<file path="src/rtl/sec_pkg.sv">
// Shared types and constants for the RGB Sobel edge filter.
`timescale 1ns / 1ps
package sec_pkg;

	localparam int WIDTH_W    = 11;
	localparam int HEIGHT_W   = 13;
	localparam int ROW_W      = 12;
	localparam int MAX_HEIGHT = 4096;
	localparam int CFG_IDX_W  = 1;
	localparam int CFG_DATA_W = 13;

	localparam logic [CFG_IDX_W-1:0] REG_IMAGE_WIDTH  = 1'b0;
	localparam logic [CFG_IDX_W-1:0] REG_IMAGE_HEIGHT = 1'b1;

	localparam logic [WIDTH_W-1:0]  RESET_WIDTH  = 11'd640;
	localparam logic [HEIGHT_W-1:0] RESET_HEIGHT = 13'd480;

	localparam logic CMD_FLUSH = 1'b1;

	localparam int QUEUE_DEPTH = 4;
	localparam int QPTR_W      = 2;
	localparam int QCNT_W      = 3;

	typedef logic [23:0] pix_t;

	typedef struct packed {
		pix_t [8:0] win;
		logic       border;
		logic       last;
	} entry_t;

endpackage

</file>
<file path="src/rtl/sec_back.sv">
// Back end: Sobel gradients, clamp, saturating sum and output register; border pixels pass unfiltered.
`timescale 1ns / 1ps
module sec_back (
	input  logic            clk,
	input  logic            arst_n,
	input  logic            q_valid,
	input  sec_pkg::entry_t q_data,
	output logic            q_pop,
	output logic            out_valid,
	input  logic            out_ready,
	output logic [7:0]      red_out,
	output logic [7:0]      green_out,
	output logic [7:0]      blue_out,
	output logic            last_pixel
);
	import sec_pkg::*;

	function automatic logic [7:0] clamp_diff(input logic [9:0] p, input logic [9:0] n);
		logic [9:0] d;
		d = p - n;
		if (n >= p)
			return 8'd0;
		else if (d > 10'd255)
			return 8'hFF;
		else
			return d[7:0];
	endfunction

	// returns {gx, gy} for the channel at bit offset sh
	function automatic logic [15:0] grads(input pix_t [8:0] w, input logic [4:0] sh);
		logic [7:0] tl, tm, tr, ml, mr, bl, bm, br;
		logic [9:0] xp, xn, yp, yn;
		tl = w[0][sh +: 8];
		tm = w[1][sh +: 8];
		tr = w[2][sh +: 8];
		ml = w[3][sh +: 8];
		mr = w[5][sh +: 8];
		bl = w[6][sh +: 8];
		bm = w[7][sh +: 8];
		br = w[8][sh +: 8];
		xp = {2'b0, tr} + {1'b0, mr, 1'b0} + {2'b0, br};
		xn = {2'b0, tl} + {1'b0, ml, 1'b0} + {2'b0, bl};
		yp = {2'b0, tl} + {1'b0, tm, 1'b0} + {2'b0, tr};
		yn = {2'b0, bl} + {1'b0, bm, 1'b0} + {2'b0, br};
		return {clamp_diff(xp, xn), clamp_diff(yp, yn)};
	endfunction

	function automatic logic [7:0] sat_add(input logic [7:0] a, input logic [7:0] b);
		logic [8:0] s;
		s = {1'b0, a} + {1'b0, b};
		return s[8] ? 8'hFF : s[7:0];
	endfunction

	logic             valid_s1, valid_s2;
	logic [2:0][15:0] grad_s1;
	logic             border_s1, last_s1, last_s2;
	pix_t             center_s1, pix_s2, pix_nx;
	logic             s1_ready, s2_ready;

	assign s2_ready = !valid_s2 || out_ready;
	assign s1_ready = !valid_s1 || s2_ready;
	assign q_pop    = q_valid && s1_ready;

	always_ff @(posedge clk or negedge arst_n) begin
		if (!arst_n) begin
			valid_s1 <= 1'b0;
			valid_s2 <= 1'b0;
		end else begin
			if (s1_ready)
				valid_s1 <= q_valid;
			if (s2_ready)
				valid_s2 <= valid_s1;
		end
	end

	always_ff @(posedge clk) begin
		if (q_pop) begin
			grad_s1[0] <= grads(q_data.win, 5'd16);
			grad_s1[1] <= grads(q_data.win, 5'd8);
			grad_s1[2] <= grads(q_data.win, 5'd0);
			border_s1  <= q_data.border;
			last_s1    <= q_data.last;
			center_s1  <= q_data.win[4];
		end
	end

	always_comb begin
		if (border_s1)
			pix_nx = center_s1;
		else
			pix_nx = {sat_add(grad_s1[0][15:8], grad_s1[0][7:0]),
			          sat_add(grad_s1[1][15:8], grad_s1[1][7:0]),
			          sat_add(grad_s1[2][15:8], grad_s1[2][7:0])};
	end

	always_ff @(posedge clk) begin
		if (valid_s1 && s2_ready) begin
			pix_s2  <= pix_nx;
			last_s2 <= last_s1;
		end
	end

	assign out_valid  = valid_s2;
	assign red_out    = pix_s2[23:16];
	assign green_out  = pix_s2[15:8];
	assign blue_out   = pix_s2[7:0];
	assign last_pixel = last_s2;

endmodule

</file>
<file path="config.mk">
export PLATFORM = sky130hd
export DESIGN_NAME = sec_back
export DESIGN_NICKNAME = d
export VERILOG_FILES = /design/src/rtl/sec_pkg.sv /design/src/rtl/sec_back.sv
export SDC_FILE = /design/constraint.sdc
export NUM_CORES = 1
export LEC_CHECK = 0
export BUFFER_PORTS_ARGS = -buffer_cell sky130_fd_sc_hd__buf_2
export CAP_MARGIN = 15
export CORE_MARGIN = 2
export CORE_UTILIZATION = 55
export CTS_BUF_LIST = sky130_fd_sc_hd__clkbuf_16
export CTS_CLUSTER_DIAMETER = 40
export DETAILED_ROUTE_END_ITERATION = 6
export HOLD_SLACK_MARGIN = 0.15
export PLACE_DENSITY_LB_ADDON = 0.08
export SLEW_MARGIN = 0
export SYNTH_ARGS = -nofsm -noshare
export SYNTH_HDL_FRONTEND = slang
export SYNTH_SLANG_ARGS = --single-unit
</file>
<file path="constraint.sdc">
create_clock -name clk -period 10.8 [get_ports clk]
set_input_delay 1.62 -clock clk [delete_from_list [all_inputs] [get_ports clk]]
set_output_delay 1.62 -clock clk [all_outputs]
set_load 0.01 [all_outputs]
</file>
==> summary.txt <==
Status
  – Status: finished clean

Worst setup path
  – Critical Path AT: 5.58 ns
  – R2r setup slk: 7.98 ns
  – Crit path launch: q_data[59]
  – R2R Path Start: grad_s1[16]$_SDFFCE_PP0P_
  – Crit Path Class: input pin to flip-flop
  – Worst-path fanout max: 8
  – R2R depth: 10
  – CP Launch Type: input pin
  – Setup crit end kind: flip-flop
  – Worst path required time: 10.90 ns
  – RR Endpoint: pix_s2[8]$_DFFE_PP_

STA
  – Final min period: 5.47 ns
  – Clock Skew: 0.0107 ns
  – Setup TNS: 0 ns
  – Pins over their slew limit: 0
  – RSZ-0062 raised after global routing: false
  – Slew headroom: 0.349
  – Worst Tran Pin Value: 0.977 ns
  – Fmax: 183 MHz
  – Final worst-path cycle share: 0.507
  – Final setup violation count: 0
  – Hold Fails Final Rpt: 0

Routing
  – 1st-pass router iterations: 5
  – 1st-iter DRT viols: 412
  – Final WL: 29100 um
  – Wire per inst: 15.3 um
  – Detail Route Antenna Nets: 0
  – Avg Vias per Cell: 5.28
  – Vias: 9998
  – DRC Markers: 0

Global routing
  – Gr ovfl total: 0
  – Vias in the first global route: 9913
  – Initial antenna violation count: 2
  – Tot GR Track Use: 0.239
  – Largest net degree at the start of global routing: 75
  – First-pass GRT wire length: 46900 um

CTS
  – Cts hold-fix bufs: 0
  – CTS tree: yes
  – Clock transition at path regs: 0.07 ns
  – Setup Buffers After CTS: 0
  – Max Root-Sink Buffers: 2
  – Clk sinks: 101
  – CTS Buf Count: 9
  – Clk root buf: clkbuf_16
  – Worst-Skew Late Latency: 0.35 ns
  – H-tree depth: 3
  – Post-CTS sizing: 0

Cells and area
  – Share of cells above drive strength 1: 0.178
  – Final Util: 0.652
  – Synth-to-layout area growth: 15.4%
  – Fin nets: 2094
  – Fillers: 1899
  – Post-Layout Cell Count: 1894
  – Final Cell Area: 14900 um^2

Floorplanning
  – Area of the die: 24600 um^2
  – Io pins: 249
  – Core box area: 22800 um^2
  – Horizontal die dimension: 157 um
  – Site Rows: 55
  – Die height: 157 um
  – Starting Density: 0.565

Yosys
  – Post-synthesis xor/xnor area fraction: 0.0790
  – Synth Area in Compound Gates: 0.169
  – Multiplexer share of the synthesized area: 0.00311
  – Synth Cell Area: 12900 um^2
  – Mapped Cells: 1319
  – Seq cells post-synth: 101
  – Register area share after synthesis: 0.235
  – Main combinational cell family by area after synthesis: adder cells
  – Asr flop ratio synth: 0.0198
  – Simple-Gate Fraction of Synth Area: 0.101
  – Syn_area_per_cell: 9.76 um^2
  – Adder-cell share of the synthesized area: 0.350
  – Synth cell types: 53
  – Syn nets: 1838
  – Yosys warns: 0
  – EDFF count, synth: 99
  – Most used DFF post-synth: edfxtp_1

Min path
  – Hold Crit Class: flip-flop to flip-flop
  – Hold Crit Depth: 0
  – Hold Crit Endpoint: last_pixel$_DFFE_PP_
  – Hold_sp: last_s1$_DFFE_PP_

Job
  – Max-cap violations: 0

Place
  – Placed Area: 14500 um^2
  – DPL Wire Length: 25300 um
  – Port Buf Inserts: 248
  – Placed cells: 1877
  – RePlAce Congestion: 0.941

Power
  – PwrDens: 238 nW/um^2
  – Leakage: 7.31 nW
  – Worst VDD drop: 0.106 mV
  – Pwr Total: 3.54 mW
## cell usage in the layout (no fill, tap or decap), types with 8 or more instances in the layout
| cell | Yosys | routed |
|---|---|---|
| buf_2 | 2 | 248 |
| inv_1 | 211 | 212 |
| ha_1 | 192 | 192 |
| a21oi_1 | 105 | 105 |
| fa_1 | 105 | 105 |
| edfxtp_1 | 99 | 99 |
| nor2_1 | 84 | 84 |
| xnor2_1 | 63 | 63 |
| o21a_1 | 54 | 54 |
| xor2_1 | 53 | 53 |
| nor2b_1 | 52 | 52 |
| a21o_1 | 45 | 45 |
| nand2_1 | 39 | 39 |
| o21ai_0 | 35 | 35 |
| nor3_1 | 26 | 26 |
| nand2b_1 | 20 | 20 |
| o21bai_1 | 12 | 12 |
| a211oi_1 | 10 | 10 |
| a21boi_0 | 11 | 10 |
| clkbuf_16 | 0 | 9 |
| nand3_1 | 8 | 8 |
## per-layer routing
layer,up-vias,wire [um],GRT usage
met3,31,1070,0.0273
li1,5048,-,-
met2,230,15000,0.435
met4,2,541,0.0572
met5,-,13,0
met1,4687,12400,0.304
## flip-flops by register name, indices dropped and copies added (netlist names)
name        flops
border_s1       1
center_s1      24
last_pixel      1
valid_s1        1
grad_s1        48
out_valid       1
pix_s2         24
last_s1         1
## cells in the mapped netlist, types with 3 or more instances
cell type,n,area share
o21ai_0,35,0.014
edfxtp_1,99,0.23
o21a_1,54,0.032
a2111oi_2,3,0.0035
ha_1,192,0.19
mux2i_1,4,0.0031
and2_1,3,0.0015
nand2b_1,20,0.0097
o31a_1,6,0.0041
and3_1,5,0.0024
inv_1,211,0.062
nor3_1,26,0.010
xor2_1,53,0.036
xnor2_1,63,0.043
a21o_1,45,0.026
a21boi_0,11,0.0064
o41ai_1,7,0.0048
clkbuf_1,3,0.00088
nand3_1,8,0.0031
nand4_1,5,0.0024
a21oi_1,105,0.041
nor4_1,7,0.0034
nand2_1,39,0.011
nor2b_1,52,0.025
o21ai_1,5,0.0019
and4_1,3,0.0020
o211a_1,3,0.0023
a31oi_1,7,0.0034
nor2_1,84,0.025
or3_1,4,0.0019
or2_2,3,0.0015
o21bai_1,12,0.0070
a211oi_1,10,0.0058
fa_1,105,0.16
## logic make-up after synthesis
family / Yosys count
flops: 101
buf+inv: 216
simple gates: 261
fa+ha+maj: 297
xor+xnor: 116
mux: 4
compound gates: 324
## per-stage QoR
step                worst slack, ns  hold WS [ns]
finish                         5.33         0.463
global route                   5.03         0.479
CTS                            5.37         0.472
detailed placement             5.00         0.452
global placement               5.07         0.406
floorplan                      1.92         0.400
## worst max-delay path by stage
stage                                      endpoint  slack (ns)  depth (start not counted)
after floorplan                               q_pop        1.92                          2
after global placement    grad_s1[16]$_SDFFCE_PP0P_        5.07                         19
after detailed placement  grad_s1[26]$_SDFFCE_PP0P_        5.00                         17
after CTS                 grad_s1[22]$_SDFFCE_PP0P_        5.37                         19
after global routing      grad_s1[23]$_SDFFCE_PP0P_        5.03                         19
final                     grad_s1[26]$_SDFFCE_PP0P_        5.33                         17
## layout make-up
type	count	area, um^2	area share
well taps	313	392	0.0264
repair buffers	250	1260	0.0846
diodes	1	2.50	0.000168
flip-flops and latches	101	3020	0.204
inverters	211	792	0.0533
clock inverters	7	120	0.00809
clock buffers	9	225	0.0152
multi-input cells	1002	9040	0.609
## power by group
group | leakage [nW] | switching [mW] | total, mW | internal [mW]
Sequential | 0.975 | 0.0519 | 0.681 | 0.629
Combinational | 6.17 | 1.39 | 2.48 | 1.09
Clock | 0.172 | 0.148 | 0.375 | 0.228
## critical path, cell delays in order
cell	delay [ns]
buf_2	0.12
fa_1	0.54
ha_1	0.16
inv_1	0.05
fa_1	0.40
nor2b_1	0.11
o21ai_0	0.12
a21boi_0	0.31
o21ai_0	0.15
nand2b_1	0.12
xor2_1	0.25
ha_1	0.31
and3_1	0.22
a21o_1	0.21
a211oi_1	0.23
o221ai_1	0.35
o21a_1	0.29
Power figures use the tool's default switching activity.
