File: config.mk
export PLATFORM = sky130hd
export DESIGN_NAME = sec_queue
export DESIGN_NICKNAME = d
export VERILOG_FILES = /design/src/rtl/sec_pkg.sv /design/src/rtl/sec_queue.sv
export SDC_FILE = /design/constraint.sdc
export NUM_CORES = 1
export LEC_CHECK = 0
export BUFFER_PORTS_ARGS = -buffer_cell sky130_fd_sc_hd__buf_2
export CORE_MARGIN = 5
export CORE_UTILIZATION = 40
export CTS_BUF_LIST = sky130_fd_sc_hd__clkbuf_8
export DETAILED_ROUTE_END_ITERATION = 16
export PLACE_DENSITY = 0.58
export SLEW_MARGIN = 5
export SYNTH_ARGS = -nofsm -noshare
export SYNTH_HDL_FRONTEND = slang
export SYNTH_SLANG_ARGS = --single-unit
export TNS_END_PERCENT = 100
File: constraint.sdc
create_clock -name clk -period 5.6 [get_ports clk]
set_input_delay 1.12 -clock clk [delete_from_list [all_inputs] [get_ports clk]]
set_output_delay 1.12 -clock clk [all_outputs]
set_load 0.01 [all_outputs]
File: src/rtl/sec_pkg.sv
// Shared types and constants for the RGB Sobel edge filter.
`timescale 1ns / 1ps
package sec_pkg;

	localparam int WIDTH_W    = 11;
	localparam int HEIGHT_W   = 13;
	localparam int ROW_W      = 12;
	localparam int MAX_HEIGHT = 4096;
	localparam int CFG_IDX_W  = 1;
	localparam int CFG_DATA_W = 13;

	localparam logic [CFG_IDX_W-1:0] REG_IMAGE_WIDTH  = 1'b0;
	localparam logic [CFG_IDX_W-1:0] REG_IMAGE_HEIGHT = 1'b1;

	localparam logic [WIDTH_W-1:0]  RESET_WIDTH  = 11'd640;
	localparam logic [HEIGHT_W-1:0] RESET_HEIGHT = 13'd480;

	localparam logic CMD_FLUSH = 1'b1;

	localparam int QUEUE_DEPTH = 4;
	localparam int QPTR_W      = 2;
	localparam int QCNT_W      = 3;

	typedef logic [23:0] pix_t;

	typedef struct packed {
		pix_t [8:0] win;
		logic       border;
		logic       last;
	} entry_t;

endpackage

File: src/rtl/sec_queue.sv
// Short queue of window snapshots between front and back.
`timescale 1ns / 1ps
module sec_queue (
	input  logic                       clk,
	input  logic                       arst_n,
	input  logic                       push_valid,
	input  sec_pkg::entry_t            push_data,
	input  logic                       pop,
	output logic                       q_valid,
	output sec_pkg::entry_t            q_data,
	output logic [sec_pkg::QCNT_W-1:0] count
);
	import sec_pkg::*;

	entry_t            q_mem_q [QUEUE_DEPTH];
	logic [QPTR_W-1:0] wr_ptr_q, rd_ptr_q;
	logic [QCNT_W-1:0] count_q;

	always_ff @(posedge clk) begin
		if (push_valid)
			q_mem_q[wr_ptr_q] <= push_data;
	end

	always_ff @(posedge clk or negedge arst_n) begin
		if (!arst_n) begin
			wr_ptr_q <= '0;
			rd_ptr_q <= '0;
			count_q  <= '0;
		end else begin
			if (push_valid)
				wr_ptr_q <= wr_ptr_q + 1'b1;
			if (pop)
				rd_ptr_q <= rd_ptr_q + 1'b1;
			case ({push_valid, pop})
				2'b10:   count_q <= count_q + 1'b1;
				2'b01:   count_q <= count_q - 1'b1;
				default: count_q <= count_q;
			endcase
		end
	end

	assign q_valid = (count_q != '0);
	assign q_data  = q_mem_q[rd_ptr_q];
	assign count   = count_q;

	a_no_overflow: assert property (@(posedge clk) disable iff (!arst_n)
		!(push_valid && (count_q == QCNT_W'(QUEUE_DEPTH))))
		else $error("push into full queue");

endmodule

==> results of run 1 <==
[flip-flops by register name, summed over array words and instances (netlist names)]
register and count:
q_mem_q 872, count 3, rd_ptr_q 2, wr_ptr_q 2
[power by group through the flow]
| stage | logic [mW] | clock network (mW) | registers [mW] |
|---|---|---|---|
| floorplan | 3.98 | 0 | 9.02 |
| global placement | 5.94 | 0 | 9.11 |
| detailed placement | 5.91 | 0 | 9.17 |
| CTS | 5.94 | 5.26 | 9.05 |
| global route | 6.15 | 5.59 | 9.13 |
| finish | 5.72 | 5.04 | 9.01 |
[worst max-delay path: stages (launching register included)]
cell and delay (ps):
dfrtp_4 1080, buf_12 410, mux4_2 590, buf_2 160
[metrics by stage]
step	worst slack [ps]	instance area [um^2]	cells	hold WS, ps
floorplan	1370	32100	1174	491
global placement	2070	35400	2641	471
detailed placement	2100	35400	2641	478
CTS	1200	38000	2903	86.6
global route	1130	38000	2905	121
finish	1430	38000	2910	195
[worst paths after layout]
path	start	to	slack, ps	cells after the start
worst max-delay path	rd_ptr_q[0]$_DFFE_PN0P_	q_data[166]	1430	3
worst min-delay path	arst_n	count[2]$_DFFE_PN0P_	190	1
worst max register to register	wr_ptr_q[0]$_DFFE_PN0P_	q_mem_q[2][154]$_DFFE_PP_	3220	4
worst min register to register	count[2]$_DFFE_PN0P_	count[2]$_DFFE_PN0P_	490	1
max in group asynchronous	arst_n	rd_ptr_q[1]$_DFFE_PN0P_	5210	1
min in group clk	count[2]$_DFFE_PN0P_	count[2]$_DFFE_PN0P_	490	1
[cell type report]
cell class	instances	area [um^2]	area share [%]
clock inverters	115	588	1.55
inverters	6	22.5	0.0593
diodes	7	17.5	0.0461
clock buffers	147	2020	5.32
flip-flops and latches	879	26400	69.4
repair buffers	466	2560	6.75
multi-input cells	240	5110	13.5
well taps	1050	1310	3.46
[layer usage]
metal / part of all wire [%] / GRT usage (%) / vias up
met5: 0.22 / 0 / -
met4: 2.5 / 5.22 / 20
met3: 8.3 / 6.02 / 146
met2: 51 / 25.8 / 441
met1: 38 / 18.7 / 7521
li1: - / - / 6286
[cell families (layout without fill, tap and decap cells)]
family          Yosys count  count (layout)
compound gates            1               1
xor+xnor                  6               6
fa+ha+maj                 6               6
buf+inv                  55             734
flops                   879             879
mux                     219             219
other cells               0               7
simple gates              8               8
[synthesized netlist by cell type]
cell      number
mux2i_1        1
buf_4          2
fa_1           1
nand2_1        2
inv_1          6
buf_2         22
buf_12        22
clkbuf_1       2
nor2_1         1
dfrtp_1        7
ha_1           5
xnor2_1        2
and2_1         4
edfxtp_1     872
buf_6          1
xor2_1         4
mux4_2       218
o21ai_0        1
or3_1          1
==> results by group, run 1 <==
Global routing
  – GRT Util Overall: 15.5%
  – First-pass GRT wire length: 101,000 um
  – Largest net degree at the start of global routing: 91
  – Number of global-route vias before repair: 15,800
  – Initial antenna violation count: 17
  – Gr ovfl total: 0

Worst setup path
  – Startpoint Class: register
  – Crit. End Element: output port
  – Crit path DAT: 3050 ps
  – Max FO, Critical Path: 44
  – WP data required: 4480 ps
  – Crit path kind: reg2out

STA
  – Tmin final: 4170 ps
  – Fmax: 0.240 GHz
  – Slew HR: 34.9%
  – RSZ-0062 raised after global routing: no
  – Final setup TNS: 0 ps
  – Worst slew pin tran: 977 ps
  – Final setup fails: 0
  – Pins over their slew limit: 0
  – Final period util: 74.5%
  – Final Skew: 20.0 ps
  – Number of hold violations in the final report: 0

Cells and area
  – Highest-count cells in the layout ignoring fill and taps: edfxtp_1 (872), buf_2 (443), mux4_2 (218)
  – Share of cells above drive strength 1: 46.4%
  – Fillers: 6,557
  – P&R area growth vs syn: 18.5%
  – Final core utilization: 48.0%
  – Nets: 1,967
  – Commonest non-fill, non-tap cell in the layout: edfxtp_1

Drt
  – Final WL: 67,400 um
  – DR pass1 iterations: 5
  – DR vias: 14,400
  – DRC viols: 0
  – Post-route ant nets: 0
  – Routed WL per cell: 23.2 um
  – Vias/cell: 4.95
  – Iter 0 DRT Violations: 677

Synth
  – Synth Instances: 1,174
  – Syn nets: 1,402
  – Synth top area share: 81.7%
  – Synthesis-stage register bit count: 879
  – Area leader, netlist: edfxtp_1
  – Post-synthesis mux area share: 15.3%
  – Synth Area in Simple Gates: 0.133%
  – Combinational family with the most area after synthesis: multiplexers
  – Compound-Gate Fraction of Synth Area: 0.0156%
  – Xor-xnor portion of the synthesized cell area: 0.164%
  – Synth warn: 0
  – Synth cell types: 19
  – Sequential share of the synthesized area: 82.2%
  – Post-synthesis adder-cell area fraction: 0.258%
  – Mapped Area: 0.0321 mm^2
  – Synth area leaders: edfxtp_1 (82%), mux4_2 (15%), buf_12 (1.4%)
  – Post-Syn Area per Cell: 27.3 um^2

Min path
  – Hold crit path type: in2async

Pwr
  – LEAKAGE: 13.0 nW
  – Comb pwr share: 28.9%
  – Total power: 19.8 mW
  – Clock Power Share: 25.5%
  – Sequential Power Share: 45.6%
  – Switching share of power: 30.6%
  – Sw power: 6.05 mW
  – Pwr dens: 520 mW/mm^2
  – VDD IR max: 0.270 mV
  – Internal power: 13.7 mW

Run
  – Max cap viols: 0

Floorplanning
  – Die height: 293 um
  – Core area: 0.0793 mm^2
  – Total Die Area: 0.0859 mm^2
  – I/O pin count: 444
  – Cell row count: 103
  – Die W: 293 um
  – Initial core utilization: 40.5%

CTS
  – Hold-fix buffers, CTS: 0
  – Clock root cell: clkbuf_8
  – CTS tree: built
  – Htree depth: 4
  – Sink Count: 879
  – Worst-path clk slew: 60 ps
  – Post-CTS Resized: 0
  – Num CTS Buffers: 146
  – Bufs on Longest Clock Path: 3
  – Latest clock arrival within the worst-skew pair: 740 ps
  – Post-CTS setup buffers: 0

Placed design
  – Final Wtd Congestion: 0.729
  – Port Buffer Count: 443
  – Hpwl dp: 40,600 um

Status
  – Status: finished, final reports clean
Power figures use the tool's default switching activity.
==> inputs of run 2 (changes only) <==
--- a/config.mk
+++ b/config.mk
@@ -5,12 +5,13 @@
 export SDC_FILE = /design/constraint.sdc
 export NUM_CORES = 1
 export LEC_CHECK = 0
+export ABC_AREA = 1
 export BUFFER_PORTS_ARGS = -buffer_cell sky130_fd_sc_hd__buf_2
 export CORE_MARGIN = 5
 export CORE_UTILIZATION = 40
 export CTS_BUF_LIST = sky130_fd_sc_hd__clkbuf_8
 export DETAILED_ROUTE_END_ITERATION = 16
-export PLACE_DENSITY = 0.58
+export PLACE_DENSITY = 0.56
 export SLEW_MARGIN = 5
 export SYNTH_ARGS = -nofsm -noshare
 export SYNTH_HDL_FRONTEND = slang
==> constraint.sdc (replaced) <==
create_clock -name clk -period 3.9 [get_ports clk]
set_input_delay 0.78 -clock clk [delete_from_list [all_inputs] [get_ports clk]]
set_output_delay 0.78 -clock clk [all_outputs]
set_load 0.01 [all_outputs]
==> run 2 against run 1 <==
Sequential cell count stayed put. Largest cell class unchanged. Global-route usage up 1.4 points. Combinational power up 91%. Count of clock-buffer cells in the layout increased by 7. Clock skew increased by 6.5 ps. Setup slack lost 970 ps. Routed wire length increased by 21%. Critical endpoint is now q_data[205]. Non-clock buffer count up 27. Synthesized area is 9.1% higher. Die area is 8.8% higher.
==> results by group, run 2 <==
Status
  – Status: finished, final reports clean

Drt
  – Routed WL per cell: 18.6 um (-20%)
  – Vias/cell: 4.79 (-3.3%)
  – Post-route ant nets: 0 (unchanged)
  – Final WL: 81,300 um (+21%)
  – DR pass1 iterations: 5 (unchanged)
  – DR vias: 20,900 (+45%)
  – Iter 0 DRT Violations: 1,189 (+76%)
  – DRC viols: 0 (unchanged)

Worst setup path
  – Crit. End Element: output port
  – CP top delay family: buffers and inverters
  – CP max-delay cell: dfrtp_4
  – CP Cell Sequence: buf_4 > nand2_1 > o211ai_1 > nand2_1 > buf_2
  – Max FO, Critical Path: 80 (+82%)
  – CP most frequent cell: nand2_1
  – WP data required: 3120 ps (-1360 ps)
  – Crit path kind: reg2out
  – CP Buf/Inv Count: 2 (unchanged)
  – Crit path DAT: 2670 ps (-380 ps)
  – CP peak stage delay: 680 ps (-400 ps)
  – Startpoint Class: register

Floorplanning
  – Die height: 306 um (+4.3%)
  – Die W: 306 um (+4.3%)
  – I/O pin count: 444 (unchanged)
  – Total Die Area: 0.0935 mm^2 (+8.8%)
  – Core area: 0.0868 mm^2 (+9.5%)
  – Initial core utilization: 40.3% (-0.13 points)
  – Cell row count: 108 (+4.9%)

Synth
  – Sequential share of the synthesized area: 75.3% (-6.9 points)
  – Synth warn: 0 (unchanged)
  – Synth Instances: 2,591 (+120%)
  – Synthesis-stage register bit count: 879 (unchanged)
  – Mapped Area: 0.0350 mm^2 (+9.1%)
  – Synth area leaders: edfxtp_1 (75%), o211ai_1 (9.4%), nand2_1 (7.1%)
  – Synth cell types: 16 (-3)
  – Area leader, netlist: edfxtp_1
  – Post-Syn Area per Cell: 13.5 um^2 (-51%)
  – Synth cell count leaders: edfxtp_1 (872), nand2_1 (665), inv_1 (450)
  – Synth top area share: 74.8% (-6.8 points)
  – Ys flop type: edfxtp_1
  – Post-synthesis async set-or-reset flop share: 0.796% (unchanged)
  – Post-synth EDFFs: 872 (unchanged)
  – Most common cell in the netlist: edfxtp_1
  – Syn nets: 2,819 (+100%)

CTS
  – Sink Count: 879 (unchanged)
  – Clock root cell: clkbuf_8
  – Bufs on Longest Clock Path: 3 (unchanged)
  – CTS tree: built
  – Post-CTS Resized: 0 (unchanged)
  – Htree depth: 4 (unchanged)
  – Worst-path clk slew: 60 ps (about the same)
  – Latest clock arrival within the worst-skew pair: 760 ps (+20 ps)
  – Num CTS Buffers: 150 (+2.7%)

Pwr
  – LEAKAGE: 16.5 nW (+27%)
  – Clock Power Share: 24.0% (-1.5 points)
  – Comb pwr share: 35.1% (+6.2 points)
  – VDD IR max: 0.716 mV (+170%)
  – Switching share of power: 36.4% (+5.8 points)
  – Internal power: 19.8 mW (+45%)
  – Pwr dens: 759 mW/mm^2 (+46%)
  – Sw power: 11.4 mW (+88%)
  – Sequential Power Share: 41.0% (-4.6 points)

Run
  – Max cap viols: 0 (unchanged)

Placed design
  – Port Buffer Count: 443 (unchanged)
  – Hpwl dp: 50,000 um (+23%)
  – Placed instance count: 4,092 (+55%)
  – Final Wtd Congestion: 0.775 (+6.4%)

STA
  – Final period util: 88.4%
  – Final setup TNS: 0 ps (unchanged)
  – Slew HR: 41.0% (+6.1 points)
  – Number of hold violations in the final report: 0 (unchanged)
  – Worst slew pin tran: 885 ps (-91.8 ps)
  – Final setup fails: 0 (unchanged)
  – Final Skew: 26.6 ps (+6.54 ps)
  – RSZ-0062 raised after global routing: no
  – Tmin final: 3450 ps
  – Pins over their slew limit: 0 (unchanged)
  – Fmax: 0.290 GHz
  – Hold WS: 226 ps (+30.9 ps)

Global routing
  – Number of global-route vias before repair: 20,900 (+32%)
  – First-pass GRT wire length: 123,000 um (+22%)
  – Initial antenna violation count: 22 (+5)
  – Gr ovfl total: 0 (unchanged)
  – GRT Util Overall: 16.9% (+1.4 points)
  – Largest net degree at the start of global routing: 112 (+23%)

Cells and area
  – Share of cells above drive strength 1: 21.3% (-25 points)
  – Highest-count cells in the layout ignoring fill and taps: edfxtp_1 (872), nand2_1 (661), inv_1 (488)
  – Final Instance Count excl. Fillers: 4,368 (+50%)
  – Max FFs per register: 872 (unchanged)
  – Largest reg by FF count: q_mem_q
  – Nets: 3,318 (+69%)
  – P&R area growth vs syn: 17.5%
  – Commonest non-fill, non-tap cell in the layout: edfxtp_1
  – Fillers: 7,710 (+18%)

Min path
  – Hold crit path type: in2reg
## run 2: power groups by stage
stage               Sequential, mW  Clock [mW]  Combinational [mW]
floorplan                     13.1           0                7.03
global placement              12.9           0                11.1
detailed placement            13.0           0                11.2
CTS                           12.8        7.78                11.3
global route                  12.9        8.21                12.1
finish                        12.8        7.48                10.9
## run 2: area by class of cell
| cell class | instances | area (um^2) | area share [%] |
|---|---|---|---|
| clock buffers | 154 | 2120 | 5.15 |
| flip-flops and latches | 879 | 26400 | 64.1 |
| inverters | 450 | 1710 | 4.16 |
| well taps | 1155 | 1450 | 3.51 |
| clock inverters | 104 | 559 | 1.36 |
| diodes | 17 | 42.5 | 0.103 |
| repair buffers | 493 | 2930 | 7.13 |
| multi-input cells | 1116 | 5940 | 14.5 |
## run 2: path summary, 6_finish.rpt
path | slack, ps | endpoint | from | depth (start not counted)
max in group asynchronous | 3330 | rd_ptr_q[1]$_DFFE_PN0P_ | arst_n | 2
setup reg to reg | 1690 | q_mem_q[1][121]$_DFFE_PP_ | wr_ptr_q[0]$_DFFE_PN0P_ | 4
hold / removal | 230 | q_mem_q[1][49]$_DFFE_PP_ | push_data[49] | 1
hold reg to reg | 500 | count[0]$_DFFE_PN0P_ | count[0]$_DFFE_PN0P_ | 1
setup / recovery | 450 | q_data[205] | rd_ptr_q[0]$_DFFE_PN0P_ | 5
min in group asynchronous | 400 | count[1]$_DFFE_PN0P_ | arst_n | 2
## run 2: kinds of logic after synthesis
group,after synthesis,share of synthesized area [%]
compound gates,438,9.38
xor+xnor,4,0.100
fa+ha+maj,6,0.236
buf+inv,596,7.75
flops,879,75.3
simple gates,668,7.18
## run 2: metrics by stage
step	instance area [um^2]	worst slack, ps	power, mW	util (%)
floorplan	35100	-731	20.1	-
global placement	38400	1230	24.0	44.2
detailed placement	38400	1210	24.2	44.2
CTS	41100	300	31.8	47.3
global route	41100	155	33.2	47.4
finish	41100	454	31.2	47.4
## run 2: layer usage
metal  GRT usage, %  share of wire, %  vias to the layer above
met5              0             0.091                        -
met4           6.84               3.0                       10
met3           4.52               5.4                      159
met2           29.3                52                      486
met1           20.1                40                    10200
li1               -                 -                    10100
## run 2: worst register-to-register path, delay by kind of cell, from the launching register on
kind                     cells  cell delay, ps
adder cells (fa/ha/maj)      1             250
buffers and inverters        2             980
flip-flops                   1             420
AND/OR/NAND/NOR              1              80
## run 2: what timing repair did
| action | 4_1_cts | 5_1_grt |
|---|---|---|
| buffers inserted | 0 | 0 |
| hold endpoints to repair | 7 | 0 |
| hold buffers | 1 | 0 |
